File: config.mk
export PLATFORM = sky130hd
export DESIGN_NAME = sorted_time_priority_queue_top
export DESIGN_NICKNAME = d
export VERILOG_FILES = /design/src/design/stpq_pkg.sv /design/src/design/sorted_time_priority_queue_top.sv /design/src/design/stpq_mem.sv /design/src/design/stpq_ctrl.sv
export SDC_FILE = /design/constraint.sdc
export NUM_CORES = 1
export LEC_CHECK = 0
export BUFFER_PORTS_ARGS = -buffer_cell sky130_fd_sc_hd__buf_4
export CAP_MARGIN = 10
export CELL_PAD_IN_SITES_DETAIL_PLACEMENT = 0
export CELL_PAD_IN_SITES_GLOBAL_PLACEMENT = 1
export CORE_ASPECT_RATIO = 0.7
export CORE_MARGIN = 5
export CORE_UTILIZATION = 39
export CTS_CLUSTER_DIAMETER = 120
export DETAILED_ROUTE_END_ITERATION = 12
export PLACE_DENSITY = 0.72
export SYNTH_ARGS = -nofsm -noshare
export SYNTH_HDL_FRONTEND = slang
export SYNTH_HIERARCHICAL = 1
export SYNTH_SLANG_ARGS = --single-unit
File: constraint.sdc
create_clock -name clk -period 6.9 [get_ports clk]
set_input_delay 0.69 -clock clk [delete_from_list [all_inputs] [get_ports clk]]
set_output_delay 0.69 -clock clk [all_outputs]
set_load 0.02 [all_outputs]
File: src/design/stpq_pkg.sv
`default_nettype none
package stpq_pkg;

  // Operation codes on the cmd field
  localparam logic CMD_ENQ = 1'b0;
  localparam logic CMD_DEQ = 1'b1;

  typedef enum logic [1:0] {
    STAT_ENQ   = 2'd0,
    STAT_DEQ   = 2'd1,
    STAT_FULL  = 2'd2,
    STAT_EMPTY = 2'd3
  } stpq_status_t;

  typedef enum logic [2:0] {
    S_IDLE,
    S_WALK,
    S_CMP,
    S_DEQ,
    S_RESP
  } stpq_state_t;

  typedef struct packed {
    logic        cmd;
    logic [15:0] item_time;
    logic [7:0]  item_info;
  } stpq_in_t;

  typedef struct packed {
    logic [15:0]  out_time;
    logic [7:0]   out_info;
    stpq_status_t status;
    logic [4:0]   count;
  } stpq_res_t;

endpackage
`default_nettype wire

File: src/design/sorted_time_priority_queue_top.sv
`default_nettype none
// Channel     Handshake               Payload
// ---------   ---------------------   -------------------------------
// command     start, busy             item (cmd, item_time, item_info)
// result      done                    result (out_time, out_info, status, count)
// config      cfg_we                  cfg_data (capacity)
//
// A transaction is accepted when start is high and busy is low; busy stays high
// until the result cycle has passed. A dequeue goes through S_DEQ to S_RESP; a
// rejected item goes straight to S_RESP. An enqueue walks from the tail toward
// the head: each move is one read and one compare-and-write through the single
// entry RAM. Reset (rst, synchronous) empties the queue and sets capacity to
// DEPTH, at most 16. done marks one result cycle; the receiver cannot stall it.
module sorted_time_priority_queue_top #(
  parameter int DEPTH     = 16,
  parameter int TIME_BITS = 16
) (
  input  wire logic               clk,
  input  wire logic               rst,
  input  wire logic               start,
  output logic                    busy,
  input  wire stpq_pkg::stpq_in_t item,
  output logic                    done,
  output stpq_pkg::stpq_res_t     result,
  input  wire logic               cfg_we,
  input  wire logic [4:0]         cfg_data
);
  import stpq_pkg::*;

  localparam int AW = $clog2(DEPTH);
  localparam int EW = TIME_BITS + 8;

  logic          mem_we;
  logic [AW-1:0] mem_waddr;
  logic [EW-1:0] mem_wdata;
  logic [AW-1:0] mem_raddr;
  logic [EW-1:0] mem_rdata;

  // Sequencer with the shared key compare
  stpq_ctrl #(
    .DEPTH     (DEPTH),
    .TIME_BITS (TIME_BITS)
  ) u_ctrl (
    .clk       (clk),
    .rst       (rst),
    .start     (start),
    .busy      (busy),
    .item      (item),
    .cfg_we    (cfg_we),
    .cfg_data  (cfg_data),
    .done      (done),
    .result    (result),
    .mem_we    (mem_we),
    .mem_waddr (mem_waddr),
    .mem_wdata (mem_wdata),
    .mem_raddr (mem_raddr),
    .mem_rdata (mem_rdata)
  );

  // Entry store
  stpq_mem #(
    .DEPTH (DEPTH),
    .WIDTH (EW)
  ) u_mem (
    .clk   (clk),
    .we    (mem_we),
    .waddr (mem_waddr),
    .wdata (mem_wdata),
    .raddr (mem_raddr),
    .rdata (mem_rdata)
  );

endmodule
`default_nettype wire

File: src/design/stpq_mem.sv
`default_nettype none
module stpq_mem #(
  parameter int DEPTH = 16,
  parameter int WIDTH = 24
) (
  input  wire logic                     clk,
  input  wire logic                     we,
  input  wire logic [$clog2(DEPTH)-1:0] waddr,
  input  wire logic [WIDTH-1:0]         wdata,
  input  wire logic [$clog2(DEPTH)-1:0] raddr,
  output logic      [WIDTH-1:0]         rdata
);

  logic [WIDTH-1:0] mem [DEPTH];

  // One write port, one registered read port
  always_ff @(posedge clk) begin
    if (we) begin
      mem[waddr] <= wdata;
    end
    rdata <= mem[raddr];
  end

endmodule
`default_nettype wire

File: src/design/stpq_ctrl.sv
`default_nettype none
module stpq_ctrl #(
  parameter int DEPTH     = 16,
  parameter int TIME_BITS = 16
) (
  input  wire logic                         clk,
  input  wire logic                         rst,
  input  wire logic                         start,
  output logic                              busy,
  input  wire stpq_pkg::stpq_in_t           item,
  input  wire logic                         cfg_we,
  input  wire logic [4:0]                   cfg_data,
  output logic                              done,
  output stpq_pkg::stpq_res_t               result,
  output logic                              mem_we,
  output logic [$clog2(DEPTH)-1:0]          mem_waddr,
  output logic [TIME_BITS+7:0]              mem_wdata,
  output logic [$clog2(DEPTH)-1:0]          mem_raddr,
  input  wire logic [TIME_BITS+7:0]         mem_rdata
);
  import stpq_pkg::*;

  localparam int AW = $clog2(DEPTH);
  localparam int PW = $clog2(DEPTH + 1);
  localparam logic [31:0] DEPTH32 = 32'(DEPTH);
  localparam logic [PW-1:0] CAP_RESET = (DEPTH > 16) ? PW'(16) : PW'(DEPTH);

  stpq_state_t state, state_next;

  logic [TIME_BITS-1:0] t_r;
  logic [7:0]           info_r;
  logic [PW-1:0]        cap;
  logic [AW-1:0]        head;
  logic [PW-1:0]        fill;
  logic [PW-1:0]        pos;
  logic [AW-1:0]        phys;
  stpq_res_t            res;

  logic [31:0]          t32;
  logic [TIME_BITS-1:0] t_in;
  logic [31:0]          cfg32;
  logic [PW-1:0]        cap_cfg;
  logic [PW:0]          tail_sum;
  logic [AW-1:0]        tail;
  logic [PW-1:0]        cap_m1;
  logic [AW-1:0]        prev;
  logic [TIME_BITS-1:0] rd_time;
  logic [31:0]          rd_time32;
  logic                 less;
  logic                 full;
  logic                 empty;
  logic [PW-1:0]        fill_inc;
  logic [PW-1:0]        fill_dec;
  logic [AW-1:0]        head_inc;

  function automatic logic [4:0] cnt5(input logic [PW-1:0] v);
    logic [31:0] w;
    w = 32'(v);
    return w[4:0];
  endfunction

  // Input key trimmed to the stored time width
  assign t32  = 32'(item.item_time);
  assign t_in = t32[TIME_BITS-1:0];

  // Clamp a capacity write into 1..DEPTH
  assign cfg32 = 32'(cfg_data);
  always_comb begin
    if (cfg32 == 32'd0) begin
      cap_cfg = PW'(1);
    end else if (cfg32 > DEPTH32) begin
      cap_cfg = PW'(DEPTH);
    end else begin
      cap_cfg = cfg32[PW-1:0];
    end
  end

  // Physical cell of the tail and the circular step toward the head
  assign tail_sum = (PW+1)'(head) + (PW+1)'(fill);
  assign tail     = (tail_sum >= (PW+1)'(cap)) ? AW'(tail_sum - (PW+1)'(cap))
                                               : AW'(tail_sum);
  assign cap_m1   = cap - PW'(1);
  assign prev     = (phys == '0) ? AW'(cap_m1) : phys - AW'(1);
  assign head_inc = ((PW'(head) + PW'(1)) == cap) ? '0 : head + AW'(1);

  // Shared compare on the entry read back
  assign rd_time   = mem_rdata[TIME_BITS+7:8];
  assign rd_time32 = 32'(rd_time);
  assign less      = t_r < rd_time;

  assign full     = fill >= cap;
  assign empty    = fill == '0;
  assign fill_inc = fill + PW'(1);
  assign fill_dec = fill - PW'(1);

  // Next state
  always_comb begin
    state_next = state;
    case (state)
      S_IDLE: begin
        if (start) begin
          if (item.cmd == CMD_ENQ) begin
            state_next = full ? S_RESP : S_WALK;
          end else begin
            state_next = empty ? S_RESP : S_DEQ;
          end
        end
      end
      S_WALK:  state_next = (pos == '0) ? S_RESP : S_CMP;
      S_CMP:   state_next = less ? S_WALK : S_RESP;
      S_DEQ:   state_next = S_RESP;
      S_RESP:  state_next = S_IDLE;
      default: state_next = S_IDLE;
    endcase
  end

  // Memory port and handshake outputs
  always_comb begin
    mem_we    = 1'b0;
    mem_waddr = phys;
    mem_wdata = {t_r, info_r};
    mem_raddr = head;
    case (state)
      S_WALK: begin
        mem_raddr = prev;
        mem_we    = (pos == '0);
      end
      S_CMP: begin
        mem_we = 1'b1;
        if (less) begin
          mem_wdata = mem_rdata;
        end
      end
      default: begin
        mem_raddr = head;
      end
    endcase
  end

  assign busy   = state != S_IDLE;
  assign done   = state == S_RESP;
  assign result = res;

  // Sequencer registers
  always_ff @(posedge clk) begin
    if (rst) begin
      state <= S_IDLE;
      cap   <= CAP_RESET;
      head  <= '0;
      fill  <= '0;
    end else begin
      state <= state_next;
      case (state)
        S_IDLE: begin
          if (start) begin
            t_r    <= t_in;
            info_r <= item.item_info;
            pos    <= fill;
            phys   <= tail;
            res.out_time <= '0;
            res.out_info <= '0;
            res.count    <= cnt5(fill);
            res.status   <= (item.cmd == CMD_ENQ) ? STAT_FULL : STAT_EMPTY;
          end
        end
        S_WALK: begin
          // Reached the head: the new entry lands here
          if (pos == '0) begin
            fill       <= fill_inc;
            res.count  <= cnt5(fill_inc);
            res.status <= STAT_ENQ;
          end
        end
        S_CMP: begin
          if (less) begin
            phys <= prev;
            pos  <= pos - PW'(1);
          end else begin
            fill       <= fill_inc;
            res.count  <= cnt5(fill_inc);
            res.status <= STAT_ENQ;
          end
        end
        S_DEQ: begin
          res.out_time <= rd_time32[15:0];
          res.out_info <= mem_rdata[7:0];
          res.status   <= STAT_DEQ;
          res.count    <= cnt5(fill_dec);
          fill         <= fill_dec;
          head         <= (fill_dec == '0) ? '0 : head_inc;
        end
        default: begin
        end
      endcase
      // Capacity write empties the queue
      if (cfg_we) begin
        cap  <= cap_cfg;
        head <= '0;
        fill <= '0;
      end
    end
  end

endmodule
`default_nettype wire
==> impl_results.md, run 1 <==
- FFs w/ async S/R, synth: 0
- Ratio of cells with drive above 1 in the final layout: 0.254
- Final Hold Vio Count: 0
- Largest net degree at the start of global routing: between 60 and 70
- Commonest cells after routing, fill and taps aside: edfxtp_1, buf_4, mux4_2
- Type of origin of the critical path: register
- H-tree depth: 2
- Final global-route overflow total: 0
- CTS tree: built
- Post-Syn Area: 0.0196 mm2
- Mapped Avg Cell Area: around 18 um2
- Vias in the first global route: 10,200
- Clk_lat worst skew: 0.56 ns
- Worst-Margin Slew: around 1.0 ns
- CP Class: register to register
- Nets: 1,262
- Final WL: 45,600 um
- RD Place Congestion: 0.786
- Crit path max fanout: 13
- Fmax: 0.265 GHz
- Max Clock Skew: approximately 0.023 ns
- Max-cap viol count: 0
- Post-DP HPWL: 26,000 um
- Clock buffer depth: 3
- PD cells: 278 mW/mm2
- Post-CTS Repair Setup Buffers: 0
- Ant diodes: 0
- Worst-path clk slew: 0.07 ns
- DR iter-0 viols: 993
- Area grow syn2layout: 14.5%
- Tcrit/Tclk final: 0.546
- FP Rows: 68
- Final worst path period need: 3.77 ns
- Core Region: 0.0495 mm2
- Drt pass-1 iters: 5
- Final Non-Filler Cells: 1,889
- Root Buffer: clkbuf_16
- PnR worst setup slack: 3.13 ns
- Commonest non-fill, non-tap cell in the layout: edfxtp_1
- Vias: between 10,000 and 15,000
- R2r worst-path depth: 8
- Clock sink count: 489
- RSZ-0062 raised after global routing: false
- DR WL/cell: around 24 um
- Die Area: 0.0549 mm2
- Placed insts: 1,808
- Predominant post-synthesis flop cell: edfxtp_1
- Post-Syn Nets: 1,156
- CP Data Arrival Time: roughly 4.0 ns
- Initial Util: 0.396
- I/O pin count: 67
- Leak: 7.43 nW
- Worst hold path type: input port to register
- Setup WS pre-CTS: between 3 and 4 ns
- Hold depth: 1
- Total GRT Usage: 0.162
- #FFs+latches synth: approximately 500
- Inserted Clock Buffers: 45
- Yosys warns: 6
- DRC viols: 0
- Post-CTS sizing: 0
- Seq/Total Area, Yosys: 0.728
- Global-route wire length before repair: 66,800 um
- Netlist cell types: 63
- Final setup viols: 0
- Mapped Cells: between 1,000 and 1,500
- Status: finished clean
- Rel. slew slack: 0.305
- Final Power: 6.24 mW
- Vias per inst: around 5.5
- Number of flops mapped to enable cells by yosys: approximately 450
- Die X: 278 um
- Hold buffer count at cts: 0
- Initial antenna violation count: 0
- Fillers: between 4,000 and 5,000
- IO Port Bufs: 66
- Critical path endpoint category: register
- Maximum VDD drop: 0.166 mV
- Crit path required time: 7.13 ns
- Die Y: between 150 and 200 um
- Worst hold slack: 0.299 ns
- Post-DRT Antenna Nets: 0
- Setup Total Neg Slack: 0 ns
- Max-slew violation count: 0
-- through the flow --
step / instance area [um2] / utilization
floorplan: 19600 / -
global placement: 21100 / 0.426
detailed placement: 21100 / 0.426
CTS: 22500 / 0.454
global route: 22500 / 0.454
finish: 22500 / 0.454
-- logic make-up (layout without fill, tap and decap cells) --
kind of cell,after synthesis,in the layout,share of synthesized area
buffers and inverters,82,222,0.0196
XOR/XNOR,16,16,0.00715
multiplexers,112,112,0.121
AO/OA/AOI/OAI,155,155,0.0524
AND/OR/NAND/NOR,192,192,0.0470
flip-flops,489,489,0.728
adder cells (fa/ha/maj),38,38,0.0250
-- synthesized netlist by cell type, types with 5 or more instances --
master | n | share of area
a21o_1 | 7 | 0.0027
a21oi_1 | 33 | 0.0084
a22oi_1 | 48 | 0.018
a2bb2oi_1 | 5 | 0.0022
a31oi_1 | 5 | 0.0016
and2_1 | 11 | 0.0035
buf_2 | 13 | 0.0033
buf_6 | 7 | 0.0040
clkbuf_1 | 24 | 0.0046
dfxtp_1 | 41 | 0.042
edfxtp_1 | 448 | 0.69
ha_1 | 36 | 0.023
inv_1 | 34 | 0.0065
mux2_4 | 9 | 0.0069
mux4_2 | 96 | 0.11
nand2_1 | 62 | 0.012
nand2b_1 | 9 | 0.0029
nand3_1 | 14 | 0.0036
nor2_1 | 55 | 0.011
nor2b_1 | 6 | 0.0019
nor3_1 | 12 | 0.0031
o21ai_0 | 32 | 0.0082
xnor2_1 | 11 | 0.0049
xor2_1 | 5 | 0.0022
-- worst max-delay path: stages (launching register included) --
cell and delay [ns]:
edfxtp_1 0.41, inv_1 0.08, ha_1 0.16, nand2b_1 0.10
or3_4 0.38, o31ai_1 0.67, nand3_1 0.36, nor2_2 0.81
buf_4 0.45
-- report_power, final --
group	internal, mW	switching, mW	total [mW]
combinational	0.202	0.316	0.518
sequential	3.33	0.0414	3.37
clock	1.30	1.05	2.35
total	4.83	1.41	6.24
-- final timing paths --
path                                                  from                          to  slack (ns)
worst max-delay path               u_ctrl/pos[0]$_DFFE_PP_  u_mem/mem[14][2]$_DFFE_PP_        3.13
worst min-delay path                               item[7]  u_ctrl/info_r[7]$_DFFE_PP_        0.30
worst max register to register     u_ctrl/pos[0]$_DFFE_PP_  u_mem/mem[14][2]$_DFFE_PP_        3.13
worst min register to register  u_ctrl/cap[4]$_SDFFE_PP1P_  u_ctrl/cap[4]$_SDFFE_PP1P_        0.51
-- flip-flops by register name, indices dropped and copies added, names as in the netlist --
name and count:
u_ctrl/cap 5, u_ctrl/fill 5, u_ctrl/head 4, u_ctrl/info_r 8
u_ctrl/mem_waddr 4, u_ctrl/pos 5, u_ctrl/result 31, u_ctrl/state 3
u_ctrl/t_r 16, u_mem/mem 384, u_mem/rdata 24
-- cell type report --
| cell class | instances | area, um2 | area share |
|---|---|---|---|
| repair buffers | 107 | 803 | 0.0358 |
| flip-flops and latches | 489 | 14300 | 0.635 |
| multi-input cells | 513 | 5060 | 0.225 |
| well taps | 665 | 832 | 0.0370 |
| clock inverters | 24 | 171 | 0.00763 |
| inverters | 34 | 128 | 0.00568 |
| clock buffers | 57 | 1190 | 0.0531 |
-- layer usage --
| metal | vias up | wire, um | GRT usage |
|---|---|---|---|
| met1 | 5401 | 20700 | 0.249 |
| met2 | 384 | 20700 | 0.250 |
| met3 | 44 | 3600 | 0.0275 |
| li1 | 4532 | - | - |
| met4 | 0 | 551 | 0.0260 |
| met5 | - | 0 | 0 |
(Power assumes the default switching activity.)
==> run 2: changes to the inputs <==
--- a/config.mk
+++ b/config.mk
@@ -14,7 +14,7 @@
 export CORE_UTILIZATION = 39
 export CTS_CLUSTER_DIAMETER = 120
 export DETAILED_ROUTE_END_ITERATION = 12
-export PLACE_DENSITY = 0.72
+export PLACE_DENSITY = 0.74
 export SYNTH_ARGS = -nofsm -noshare
 export SYNTH_HDL_FRONTEND = slang
 export SYNTH_HIERARCHICAL = 1
==> constraint.sdc (replaced) <==
create_clock -name clk -period 3.45 [get_ports clk]
set_input_delay 0.345 -clock clk [delete_from_list [all_inputs] [get_ports clk]]
set_output_delay 0.345 -clock clk [all_outputs]
set_load 0.02 [all_outputs]
==> run 2 against run 1 <==
Net effect: critical path type unchanged; clock power increased by 130%; wire length increased by 0.14%; register-to-register slack got worse by 2.8 ns; cell count increased by 2.9%; critical endpoint is now u_mem/rdata[18]$_DFF_P_; combinational power increased by 120%.
==> impl_results.md, run 2 (synthesized netlist as in run 1, its figures left out) <==
- FP Rows: 68
- Leak: 7.83 nW
- Final WL: 45,700 um
- Crit-path cells: nor4_2 -> a21oi_1 -> ha_1 -> a21oi_4 -> buf_12 -> buf_4 -> mux4_2 -> a22oi_1 -> nand2_1
- Clock buffer depth: 3
- Root Buffer: clkbuf_16
- Setup WS pre-CTS: 0.360 ns
- CP Class: register to register
- Max-slew violation count: 0
- Final core utilization: 0.472
- Crit path required time: 3.82 ns
- Die Area: 0.0549 mm2
- Final Hold Vio Count: 0
- Final global-route overflow total: 0
- Fmax: 0.318 GHz
- Inserted Clock Buffers: 45
- CP delay by family, top: simple AND/OR/NAND/NOR gates
- Type of origin of the critical path: register
- Max-cap viol count: 0
- Max Clock Skew: 0.0163 ns
- Setup crit start: u_ctrl/mem_waddr[3]$_DFFE_PP_
- CP max stage cell: edfxtp_1
- Placed insts: 1,835
- Max incr delay on CP: 0.48 ns
- RSZ-0062 raised after global routing: false
- Max reg flops: 384
- Final Non-Filler Cells: around 1,900
- Total GRT Usage: 0.164
- Clk_lat worst skew: 0.55 ns
- Final worst path period need: 3.14 ns
- Nets: 1,312
- I/O pin count: 67
- Final setup viols: 0
- DR WL/cell: 23.5 um
- DR iter-0 viols: 1,181
- Reg with most FFs: u_mem/mem
- Crit path max fanout: 29
- RD Place Congestion: between 0.7 and 0.8
- PD cells: between 500 and 600 mW/mm2
- DRC viols: 0
- IO Port Bufs: 66
- Post-DP Area: 0.0215 mm2
- CP Buf/Inv Count: 2
- Largest net degree at the start of global routing: 31
- Rel. slew slack: 0.585
- Design area: 0.0234 mm2
- Tcrit/Tclk final: 0.911
- Global-route wire length before repair: around 68,000 um
- CP Data Arrival Time: 3.52 ns
- Worst-Margin Slew: 0.621 ns
- Initial Util: 0.396
- Clock sink count: 489
- Initial antenna violation count: 0
- CTS tree: built
- Core Region: 0.0495 mm2
- Vias: 10,600
- Worst hold path type: input port to register
- Drt pass-1 iters: 5
- Ratio of cells with drive above 1 in the final layout: 0.273
- Post-DRT Antenna Nets: 0
- H-tree depth: 2
- Commonest cells after routing, fill and taps aside: edfxtp_1, buf_4, mux4_2
- Die X: 278 um
- Post-CTS Repair Setup Buffers: 0
- Die Y: a little under 200 um
- Critical path endpoint category: register
- Vias per inst: 5.44
- Worst-path clk slew: 0.06 ns
- Post-DP HPWL: 26,400 um
- Status: finished clean
- Maximum VDD drop: 0.299 mV
- Reg2reg start: u_ctrl/mem_waddr[3]$_DFFE_PP_
- Setup Total Neg Slack: 0 ns
- Min-Delay Startpoint: item[23]
- Commonest non-fill, non-tap cell in the layout: edfxtp_1
- Area grow syn2layout: 19.1%
- Fillers: roughly 4,200
- Vias in the first global route: 10,400
- PnR worst setup slack: 0.308 ns
==> run 2: cell types whose count changed in the layout (fill, tap and decap cells not counted), sizes merged <==
cell / change
buf: +27
clkbuf: +1
clkinvlp: +2
inv: +1
dlygate4sd3: +23
diode: +1
bufinv: +8
clkinv: -9
==> run 2: worst register-to-register path: cells and delay by family (launching register included) <==
| kind | cells | cell delay, ns |
|---|---|---|
| AND/OR/NAND/NOR | 2 | 0.60 |
| buffers and inverters | 2 | 0.59 |
| AO/OA/AOI/OAI | 3 | 0.57 |
| flip-flops | 1 | 0.48 |
| multiplexers | 1 | 0.37 |
| adder cells (fa/ha/maj) | 1 | 0.36 |
==> run 2: repair_timing <==
action                     CTS  global route
setup endpoints to repair    0             0
hold buffers                23             0
gates resized for setup      0             0
hold endpoints to repair    23             0
==> run 2: area by class of cell <==
class | instances | area, um2 | area share
clock inverters | 26 | 389 | 0.0167
flip-flops and latches | 489 | 14300 | 0.611
diodes | 1 | 2.50 | 0.000107
multi-input cells | 513 | 5070 | 0.217
clock buffers | 58 | 1250 | 0.0534
repair buffers | 157 | 1420 | 0.0608
well taps | 665 | 832 | 0.0356
inverters | 34 | 128 | 0.00546
==> run 2: routing by layer <==
layer | part of all wire | up-vias | GRT usage
met4 | 0.013 | 0 | 0.0262
met1 | 0.47 | 5519 | 0.254
met5 | 0 | - | 0
li1 | - | 4643 | -
met2 | 0.45 | 351 | 0.251
met3 | 0.062 | 52 | 0.0286
==> run 2: where the power goes <==
part | total, mW | switching, mW | internal [mW]
clock | 5.44 | 2.13 | 3.31
combinational | 1.12 | 0.659 | 0.464
sequential | 6.72 | 0.0683 | 6.65
total | 13.3 | 2.86 | 10.4
==> run 2: path summary, 6_finish.rpt <==
check / endpoint / slack (ns) / cells after the start
min reg2reg: u_ctrl/cap[4]$_SDFFE_PP1P_ / 0.51 / 2
max: u_mem/rdata[18]$_DFF_P_ / 0.31 / 9
min: u_ctrl/t_r[15]$_DFFE_PP_ / 0.03 / 1
max reg2reg: u_mem/rdata[18]$_DFF_P_ / 0.31 / 9
==> run 2: through the flow <==
step / hold WS (ns) / total power [mW]
finish: 0.0279 / 13.3
global route: 0.00274 / 13.8
CTS: 0.00615 / 13.4
detailed placement: 0.494 / 7.95
global placement: 0.485 / 7.93
floorplan: 0.414 / 7.51
